`src/hw/rtl/ssl_pkg.sv`:
```
// types, constants and duty table for the servo slew limiter
package ssl_pkg;

	typedef enum logic [2:0] {
		OP_TICK     = 3'd0,
		OP_RAMP     = 3'd1,
		OP_SET      = 3'd2,
		OP_STOP     = 3'd3,
		OP_RECENTRE = 3'd4
	} op_t;

	typedef enum logic [2:0] {
		ST_IDLE,
		ST_PREP,
		ST_STEP,
		ST_APPLY,
		ST_DUTY,
		ST_OUT
	} state_t;

	typedef struct packed {
		logic load;
		logic prep;
		logic step;
		logic apply;
		logic duty;
		logic out_load;
	} cmd_t;

	localparam logic [2:0] CFG_STEP_INTERVAL = 3'd0;
	localparam logic [2:0] CFG_STEP_SIZE     = 3'd1;
	localparam logic [2:0] CFG_DETACH_EN     = 3'd2;
	localparam logic [2:0] CFG_DETACH_DELAY  = 3'd3;
	localparam logic [2:0] CFG_MIN_ANGLE     = 3'd4;
	localparam logic [2:0] CFG_MAX_ANGLE     = 3'd5;
	localparam logic [2:0] CFG_CENTER_ANGLE  = 3'd6;

	localparam logic [15:0] RST_STEP_INTERVAL = 16'd10;
	localparam logic [15:0] RST_STEP_SIZE     = 16'd1280;
	localparam logic [15:0] RST_DETACH_DELAY  = 16'd500;
	localparam logic [7:0]  RST_MIN_ANGLE     = 8'd0;
	localparam logic [7:0]  RST_MAX_ANGLE     = 8'd180;
	localparam logic [7:0]  RST_CENTER_ANGLE  = 8'd90;
	localparam logic [12:0] RST_DUTY          = 13'd614;
	localparam logic [15:0] CNT_MAX           = 16'hFFFF;

	localparam int unsigned PULSE_MIN_US   = 500;
	localparam int unsigned PULSE_SPAN_US  = 2000;
	localparam int unsigned ANGLE_SPAN     = 180;
	localparam int unsigned DUTY_FULL      = 8191;
	localparam int unsigned PERIOD_US      = 20000;

	typedef logic [255:0][12:0] duty_lut_t;

	function automatic duty_lut_t build_duty_lut();
		duty_lut_t   t;
		int unsigned p;
		for (int i = 0; i < 256; i++) begin
			p = PULSE_MIN_US + (i * PULSE_SPAN_US) / ANGLE_SPAN;
			t[i] = 13'((p * DUTY_FULL) / PERIOD_US);
		end
		return t;
	endfunction

	localparam duty_lut_t DUTY_LUT = build_duty_lut();

	function automatic logic [7:0] limit_angle(input logic [7:0] a, input logic [7:0] lo,
			input logic [7:0] hi);
		logic [7:0] r;
		if (a < lo) begin
			r = lo;
		end else if (a > hi) begin
			r = hi;
		end else begin
			r = a;
		end
		return r;
	endfunction

endpackage

```
`src/hw/rtl/ssl_ctrl.sv`:
```
// sequencing state machine for the servo slew limiter
module ssl_ctrl (
	input  logic          clk,
	input  logic          arst_n,
	input  logic          in_valid,
	output logic          in_ready,
	output logic          out_valid,
	input  logic          out_ready,
	output ssl_pkg::cmd_t cmd
);

	ssl_pkg::state_t state_q, state_d;
	logic            out_valid_q;
	logic            out_free;

	assign out_free  = !out_valid_q || out_ready;
	assign out_valid = out_valid_q;

	always_comb begin
		state_d = state_q;
		unique case (state_q)
			ssl_pkg::ST_IDLE: begin
				if (in_valid) state_d = ssl_pkg::ST_PREP;
			end
			ssl_pkg::ST_PREP:  state_d = ssl_pkg::ST_STEP;
			ssl_pkg::ST_STEP:  state_d = ssl_pkg::ST_APPLY;
			ssl_pkg::ST_APPLY: state_d = ssl_pkg::ST_DUTY;
			ssl_pkg::ST_DUTY:  state_d = ssl_pkg::ST_OUT;
			ssl_pkg::ST_OUT: begin
				if (out_free) state_d = ssl_pkg::ST_IDLE;
			end
			default: state_d = ssl_pkg::ST_IDLE;
		endcase
	end

	always_comb begin
		in_ready     = 1'b0;
		cmd          = '0;
		unique case (state_q)
			ssl_pkg::ST_IDLE: begin
				in_ready = 1'b1;
				cmd.load = in_valid;
			end
			ssl_pkg::ST_PREP:  cmd.prep  = 1'b1;
			ssl_pkg::ST_STEP:  cmd.step  = 1'b1;
			ssl_pkg::ST_APPLY: cmd.apply = 1'b1;
			ssl_pkg::ST_DUTY:  cmd.duty  = 1'b1;
			ssl_pkg::ST_OUT:   cmd.out_load = out_free;
			default: cmd = '0;
		endcase
	end

	always_ff @(posedge clk or negedge arst_n) begin
		if (!arst_n) begin
			state_q     <= ssl_pkg::ST_IDLE;
			out_valid_q <= 1'b0;
		end else begin
			state_q <= state_d;
			if (cmd.out_load) begin
				out_valid_q <= 1'b1;
			end else if (out_ready) begin
				out_valid_q <= 1'b0;
			end
		end
	end

endmodule

```
`src/hw/rtl/ssl_dp.sv`:
```
// angle, counter, duty and configuration datapath for the servo slew limiter
module ssl_dp (
	input  logic          clk,
	input  logic          arst_n,
	input  ssl_pkg::cmd_t cmd,
	input  logic [2:0]    in_op,
	input  logic [7:0]    in_angle,
	input  logic          cfg_we,
	input  logic [2:0]    cfg_index,
	input  logic [15:0]   cfg_data,
	output logic [31:0]   out_data
);

	// configuration
	logic [15:0] step_interval_q, step_size_q, detach_delay_q;
	logic        detach_en_q;
	logic [7:0]  min_angle_q, max_angle_q, center_angle_q;

	// servo state
	logic [15:0] angle_now_q, since_step_q, since_move_q;
	logic [7:0]  goal_q;
	logic        pwm_q;
	logic [12:0] duty_q;

	// item and stage registers
	ssl_pkg::op_t op_q;
	logic [7:0]   req_q;
	logic [7:0]   req_lim_s1;
	logic [16:0]  sum_s1, diff_s1;
	logic         below_s1, due_s1, idle_s1;
	logic [15:0]  step_s2;
	logic         take_s2, written_s2;
	logic [31:0]  out_data_q;

	logic [15:0] step_inc, move_inc, goal16, step_pick, lo16, hi16, clamp_lo;
	logic        moving;
	logic        tick_step;

	assign step_inc  = (since_step_q == ssl_pkg::CNT_MAX) ? since_step_q : since_step_q + 16'd1;
	assign move_inc  = (since_move_q == ssl_pkg::CNT_MAX) ? since_move_q : since_move_q + 16'd1;
	assign goal16    = {goal_q, 8'h00};
	assign moving    = angle_now_q[15:8] != goal_q;
	assign tick_step = (op_q == ssl_pkg::OP_TICK) && moving && due_s1;
	assign lo16      = {min_angle_q, 8'h00};
	assign hi16      = {max_angle_q, 8'h00};
	assign clamp_lo  = (step_s2 < lo16) ? lo16 : step_s2;

	always_comb begin
		if (below_s1) begin
			step_pick = (sum_s1 > {1'b0, goal16}) ? goal16 : sum_s1[15:0];
		end else begin
			step_pick = (diff_s1[16] || diff_s1[15:0] < goal16) ? goal16 : diff_s1[15:0];
		end
	end

	always_ff @(posedge clk or negedge arst_n) begin
		if (!arst_n) begin
			step_interval_q <= ssl_pkg::RST_STEP_INTERVAL;
			step_size_q     <= ssl_pkg::RST_STEP_SIZE;
			detach_en_q     <= 1'b0;
			detach_delay_q  <= ssl_pkg::RST_DETACH_DELAY;
			min_angle_q     <= ssl_pkg::RST_MIN_ANGLE;
			max_angle_q     <= ssl_pkg::RST_MAX_ANGLE;
			center_angle_q  <= ssl_pkg::RST_CENTER_ANGLE;
		end else if (cfg_we) begin
			unique case (cfg_index)
				ssl_pkg::CFG_STEP_INTERVAL: step_interval_q <= cfg_data;
				ssl_pkg::CFG_STEP_SIZE:     step_size_q     <= cfg_data;
				ssl_pkg::CFG_DETACH_EN:     detach_en_q     <= cfg_data[0];
				ssl_pkg::CFG_DETACH_DELAY:  detach_delay_q  <= cfg_data;
				ssl_pkg::CFG_MIN_ANGLE:     min_angle_q     <= cfg_data[7:0];
				ssl_pkg::CFG_MAX_ANGLE:     max_angle_q     <= cfg_data[7:0];
				ssl_pkg::CFG_CENTER_ANGLE:  center_angle_q  <= cfg_data[7:0];
				default: ;
			endcase
		end
	end

	always_ff @(posedge clk) begin
		if (cmd.load) begin
			op_q  <= ssl_pkg::op_t'(in_op);
			req_q <= in_angle;
		end
		if (cmd.prep) begin
			req_lim_s1 <= ssl_pkg::limit_angle(req_q, min_angle_q, max_angle_q);
			sum_s1     <= {1'b0, angle_now_q} + {1'b0, step_size_q};
			diff_s1    <= {1'b0, angle_now_q} - {1'b0, step_size_q};
			below_s1   <= angle_now_q < goal16;
			due_s1     <= step_inc >= step_interval_q;
			idle_s1    <= move_inc >= detach_delay_q;
		end
		if (cmd.step) begin
			step_s2    <= step_pick;
			take_s2    <= tick_step;
			written_s2 <= tick_step || op_q == ssl_pkg::OP_SET || op_q == ssl_pkg::OP_RECENTRE;
		end
		if (cmd.out_load) begin
			out_data_q <= {moving, goal_q, angle_now_q[15:8], pwm_q, written_s2, duty_q};
		end
	end

	always_ff @(posedge clk or negedge arst_n) begin
		if (!arst_n) begin
			angle_now_q  <= {ssl_pkg::RST_CENTER_ANGLE, 8'h00};
			goal_q       <= ssl_pkg::RST_CENTER_ANGLE;
			since_step_q <= '0;
			since_move_q <= '0;
			pwm_q        <= 1'b1;
			duty_q       <= ssl_pkg::RST_DUTY;
		end else begin
			if (cmd.prep && op_q == ssl_pkg::OP_TICK) begin
				since_step_q <= step_inc;
				since_move_q <= move_inc;
			end
			if (cmd.step) begin
				case (op_q)
					ssl_pkg::OP_TICK: begin
						if (moving && due_s1) begin
							since_step_q <= '0;
							since_move_q <= '0;
							pwm_q        <= 1'b1;
						end else if (!moving && detach_en_q && pwm_q && idle_s1) begin
							pwm_q <= 1'b0;
						end
					end
					ssl_pkg::OP_RAMP: begin
						goal_q       <= req_lim_s1;
						since_move_q <= '0;
						pwm_q        <= 1'b1;
					end
					ssl_pkg::OP_SET: begin
						goal_q       <= req_lim_s1;
						angle_now_q  <= {req_lim_s1, 8'h00};
						since_move_q <= '0;
						pwm_q        <= 1'b1;
					end
					ssl_pkg::OP_STOP: pwm_q <= 1'b0;
					ssl_pkg::OP_RECENTRE: begin
						goal_q       <= center_angle_q;
						angle_now_q  <= {center_angle_q, 8'h00};
						since_step_q <= '0;
						since_move_q <= '0;
						pwm_q        <= 1'b1;
					end
					default: ;
				endcase
			end
			if (cmd.apply && take_s2) begin
				angle_now_q <= (clamp_lo > hi16) ? hi16 : clamp_lo;
			end
			if (cmd.duty && written_s2) begin
				duty_q <= ssl_pkg::DUTY_LUT[ssl_pkg::limit_angle(angle_now_q[15:8],
					min_angle_q, max_angle_q)];
			end
		end
	end

	assign out_data = out_data_q;

endmodule

```
`src/hw/rtl/servo_slew_limiter_pwm.sv`:
```
// servo slew limiter with 50 Hz pwm duty, top level
//
// Each input word is one operation (tuser) with a requested angle in degrees
// (tdata): tick, ramp to angle, set immediately, stop, recentre. Every word
// gives exactly one output word with the held duty, a duty-written flag, the
// pwm enable, the current and target angles and a moving flag.
// Configuration registers are written on the cfg channel, which is always
// ready; write them only while no word is in flight.
// A word is taken when the block is idle and goes through a fixed sequence:
// prepare, step, clamp, duty lookup, output. Output valid rises when the
// output register loads, and the input is ready again from that edge, so
// the next word is taken only after the current one reaches the output
// register; the sequencer handles one word at a time.
// If the receiver stalls, the finished word holds in the output register and
// the next word is processed up to the output stage, where it waits.
// Reset sets the angle and target to 90 degrees, duty to 614, pwm on, and the
// configuration registers to their defaults.
module servo_slew_limiter_pwm (
	input  logic        clk,
	input  logic        arst_n,
	input  logic        s_axis_tvalid,
	output logic        s_axis_tready,
	input  logic [7:0]  s_axis_tdata,   // angle[7:0]
	input  logic [2:0]  s_axis_tuser,   // operation[2:0]
	output logic        m_axis_tvalid,
	input  logic        m_axis_tready,
	// duty[12:0], duty_written[13], pwm_on[14], pos_deg[22:15],
	// aim_deg[30:23], moving[31]
	output logic [31:0] m_axis_tdata,
	input  logic        cfg_valid,
	output logic        cfg_ready,
	input  logic [2:0]  cfg_index,
	input  logic [15:0] cfg_data
);

	ssl_pkg::cmd_t cmd;

	assign cfg_ready = 1'b1;

	ssl_ctrl u_ctrl (
		.clk       (clk),
		.arst_n    (arst_n),
		.in_valid  (s_axis_tvalid),
		.in_ready  (s_axis_tready),
		.out_valid (m_axis_tvalid),
		.out_ready (m_axis_tready),
		.cmd       (cmd)
	);

	ssl_dp u_dp (
		.clk       (clk),
		.arst_n    (arst_n),
		.cmd       (cmd),
		.in_op     (s_axis_tuser),
		.in_angle  (s_axis_tdata),
		.cfg_we    (cfg_valid && cfg_ready),
		.cfg_index (cfg_index),
		.cfg_data  (cfg_data),
		.out_data  (m_axis_tdata)
	);

endmodule

```
`config.mk`:
```
export PLATFORM = sky130hd
export DESIGN_NAME = servo_slew_limiter_pwm
export DESIGN_NICKNAME = d
export VERILOG_FILES = /design/src/hw/rtl/ssl_pkg.sv /design/src/hw/rtl/ssl_ctrl.sv /design/src/hw/rtl/ssl_dp.sv /design/src/hw/rtl/servo_slew_limiter_pwm.sv
export SDC_FILE = /design/constraint.sdc
export NUM_CORES = 1
export LEC_CHECK = 0
export ABC_AREA = 1
export BUFFER_PORTS_ARGS = -buffer_cell sky130_fd_sc_hd__buf_2
export CORE_MARGIN = 5
export CORE_UTILIZATION = 30
export CTS_CLUSTER_SIZE = 12
export DETAILED_ROUTE_END_ITERATION = 12
export PLACE_DENSITY = 0.45
export SKIP_CTS_REPAIR_TIMING = 1
export SYNTH_ARGS = -nofsm -noshare
export SYNTH_HDL_FRONTEND = slang
export SYNTH_SLANG_ARGS = --single-unit
```
`constraint.sdc`:
```
create_clock -name clk -period 4.7 [get_ports clk]
set_input_delay 0.94 -clock clk [delete_from_list [all_inputs] [get_ports clk]]
set_output_delay 0.94 -clock clk [all_outputs]
set_load 0.01 [all_outputs]
```
==> results.sh <==
export IMPL_syn_area_um2=16500
export IMPL_cts_sinks=248
export IMPL_io_pins=70
export IMPL_required_ns=5.07
export IMPL_slew_headroom_pct=17.6
export IMPL_syn_area_per_cell_um2=8.07
export IMPL_insertion_delay_ns=0.56
export IMPL_synth_cells=2047
export IMPL_grt_overflow=0
export IMPL_worstSetupPathType="register to register"
export IMPL_cts_tree="built"
export IMPL_path_clk_slew_ns=0.06
export IMPL_crit_chain="inv_1 -> ha_1 -> o21ai_0 -> nand2_1 -> nand3_1 -> nand2_1 -> nand4_1 -> o211ai_1 -> buf_4 -> nand2_1 -> o21ai_0 -> ha_1 -> nand2_1 -> inv_1 -> nand3_1 -> o221ai_1 -> nand2_1 -> inv_1 -> nand2_1 -> o211ai_1 -> a31oi_1"
export IMPL_worst_clock_skew_ns=0.0349
export IMPL_whs_path_depth=0
export IMPL_vias=14288
export IMPL_drive_above_1_share_pct=11.3
export IMPL_cts_root_buf="clkbuf_16"
export IMPL_fp_row_count=86
export IMPL_r2r_end="u_dp.angle_now_q[13]$_DFFE_PN0P_"
export IMPL_cp_top_family="buffers and inverters"
export IMPL_clk_path_buf_depth=3
export IMPL_period_minus_slack_ns=4.09
export IMPL_cpMostUsedCell="nand2_1"
export IMPL_yosysWarnings=0
export IMPL_ys_flop_type="dfrtp_1"
export IMPL_synthArstFlopShare_pct=58.5
export IMPL_dp_slack_ns=0.681
export IMPL_worst_path_buf_inv=4
export IMPL_grt_pass1_vias=14251
export IMPL_synth_top_area_share_pct=18.7
export IMPL_end_kind="register"
export IMPL_slew_viol_final=0
export IMPL_cts_buffers=34
export IMPL_reg2reg_slack_ns=0.61
export IMPL_fp_coreArea_um2=54800
export IMPL_die_y_um=245
export IMPL_synth_cell_types=58
export IMPL_grt_pass1_wl_um=85300
export IMPL_drv_cap=0
export IMPL_startpoint_type="register"
export IMPL_grt_max_degree=83
export IMPL_fmax_mhz=245
export IMPL_place_congestion=0.941
export IMPL_antenna_found_initial=1
export IMPL_cpPeakStageDelay_ns=0.59
export IMPL_cp_depth=21
export IMPL_setup_violations=0
export IMPL_min_path_type="register to register"
export IMPL_hpwlAfterDp_um=41000
export IMPL_cp_max_fo=26
export IMPL_synth_area_top_cells="edfxtp_1 19%, dfrtp_1 17%, nand2_1 11%"
export IMPL_status="complete, no violations"
export IMPL_drt_wl_total_um=55000
export IMPL_synth_top_cell_by_area="edfxtp_1"
export IMPL_dieArea_um2=59800
export IMPL_dr_pass1_iters=7
export IMPL_syn_to_final_growth_pct=13.7
export IMPL_cts_htree_levels=2
export IMPL_post_route_drc_count=0
export IMPL_initial_core_util_pct=30.1
export IMPL_synth_seq_area_share_pct=41.0
export IMPL_critPathLaunch="u_dp.min_angle_q[1]$_DFFE_PN0P_"
export IMPL_max_slew_worst_pin_slew_ns=1.24
export IMPL_post_route_util_pct=34.3
export IMPL_finalHoldViolations=0
export IMPL_synth_seq_cells=248
export IMPL_die_w_um=245
export IMPL_finalCritPeriodShare_pct=86.9
export IMPL_rsz0062_at_grt="false"
export IMPL_crit_end="u_dp.angle_now_q[13]$_DFFE_PN0P_"
export IMPL_track_usage_pct=18.2
export IMPL_tns_ns=0
export IMPL_crit_slowest_cell="inv_1"
export IMPL_port_buffers=66
export IMPL_critPathArrivalTime_ns=4.46
export IMPL_dr_first_iter_drc_count=988
export IMPL_r2r_start="u_dp.min_angle_q[1]$_DFFE_PN0P_"
export IMPL_r2r_cells=21
export IMPL_setup_ws_ns=0.614
export IMPL_wire_per_inst_um=19.4
export IMPL_avgViaCountPerCell=5.03
export IMPL_synth_edf_count=103
export IMPL_antenna_left=0
export IMPL_final_nets=2290
[Yosys cell counts (5+ instances only)]
cell / n
buf_6: 7
o21ai_2: 8
nand2_1: 492
inv_2: 8
nand3_1: 122
nand2_2: 15
a21boi_0: 6
inv_1: 243
buf_4: 7
o22ai_1: 16
o21ai_1: 22
xnor2_1: 7
a211oi_1: 10
dfstp_2: 32
o21ai_0: 176
nand4_1: 23
nand2_4: 8
edfxtp_1: 103
dfrtp_1: 113
o211ai_1: 20
buf_2: 13
nor2_1: 117
a31oi_1: 25
a21oi_1: 126
xor2_1: 39
o21bai_1: 7
clkbuf_1: 42
a21o_1: 7
ha_1: 145
nor4_1: 11
nor3_1: 21
nand3_2: 5
o21a_1: 6
[metrics by stage]
stage	instance area, µm²	hold slack [ns]	cells
floorplan	16500	0.425	2048
global placement	17600	0.438	2776
detailed placement	17600	0.436	2776
CTS	18800	0.457	2837
global route	18800	0.464	2837
finish	18800	0.460	2838
[worst register-to-register path, stage by stage, from the launching register on]
cell      delay, ns
dfrtp_1        0.42
inv_1          0.25
ha_1           0.29
o21ai_0        0.08
nand2_1        0.07
nand3_1        0.06
nand2_1        0.11
nand4_1        0.10
o211ai_1       0.09
buf_4          0.23
nand2_1        0.10
o21ai_0        0.13
ha_1           0.33
nand2_1        0.07
inv_1          0.05
nand3_1        0.09
o221ai_1       0.23
nand2_1        0.13
inv_1          0.59
nand2_1        0.20
o211ai_1       0.16
a31oi_1        0.11
[per-layer routing]
metal	track usage [%]	wire length, µm
met2	30.9	26400
met5	0	0
met4	4.92	1350
met1	24.4	25000
met3	2.37	2250
[registers in the layout (all words and copies together) (netlist names), 11 cells and up]
name,flops
u_dp.out_data,30
u_dp.step_interval_q,16
u_dp.detach_delay_q,16
u_dp.step_s2,16
u_dp.diff_s1,17
u_dp.sum_s1,16
u_dp.since_move_q,16
u_dp.step_size_q,16
u_dp.angle_now_q,16
u_dp.since_step_q,16
u_dp.duty_q,11
[worst min-delay path by stage]
stage	startpoint	end	slack [ns]
2_1_floorplan	u_dp.duty_q[0]$_DFFE_PN0P_	u_dp.out_data[0]$_DFFE_PP_	0.43
3_3_place_gp	u_dp.duty_q[7]$_DFFE_PN0P_	u_dp.out_data[7]$_DFFE_PP_	0.44
3_5_place_dp	u_dp.duty_q[8]$_DFFE_PN0P_	u_dp.out_data[8]$_DFFE_PP_	0.44
4_1_cts	u_dp.duty_q[8]$_DFFE_PN0P_	u_dp.out_data[8]$_DFFE_PP_	0.46
5_1_grt	u_dp.duty_q[10]$_DFFE_PN0P_	u_dp.out_data[10]$_DFFE_PP_	0.46
6_report	u_dp.duty_q[10]$_DFFE_PN0P_	u_dp.out_data[10]$_DFFE_PP_	0.46
[final cells by class]
cell class | instances | area (µm²)
diodes | 1 | 2.50
clock buffers | 48 | 983
clock inverters | 13 | 173
fillers | 5691 | 36000
inverters | 255 | 958
multi-input cells | 1474 | 8460
flip-flops and latches | 248 | 6760
well taps | 704 | 881
repair buffers | 95 | 554
[cell families (layout without fill, tap and decap cells)]
family / after synthesis / after routing / share of synthesized area [%]
flip-flops: 248 / 248 / 41.0
XOR/XNOR: 46 / 46 / 2.44
buffers and inverters: 326 / 411 / 8.06
AO/OA/AOI/OAI: 448 / 448 / 15.3
adder cells (fa/ha/maj): 147 / 147 / 11.2
AND/OR/NAND/NOR: 830 / 830 / 21.9
other: 2 / 4 / 0.0455
[placed cells by master, fill, tap and decap left out, types with 65 or more instances in the layout]
cell type	Yosys	final
nand2_1	492	492
inv_1	243	243
o21ai_0	176	176
ha_1	145	145
a21oi_1	126	125
nand3_1	122	122
nor2_1	117	116
dfrtp_1	113	113
edfxtp_1	103	103
buf_2	13	65
Power is not shown: default switching activity piles up to over one toggle a cycle in this logic, so the estimate is an artifact.
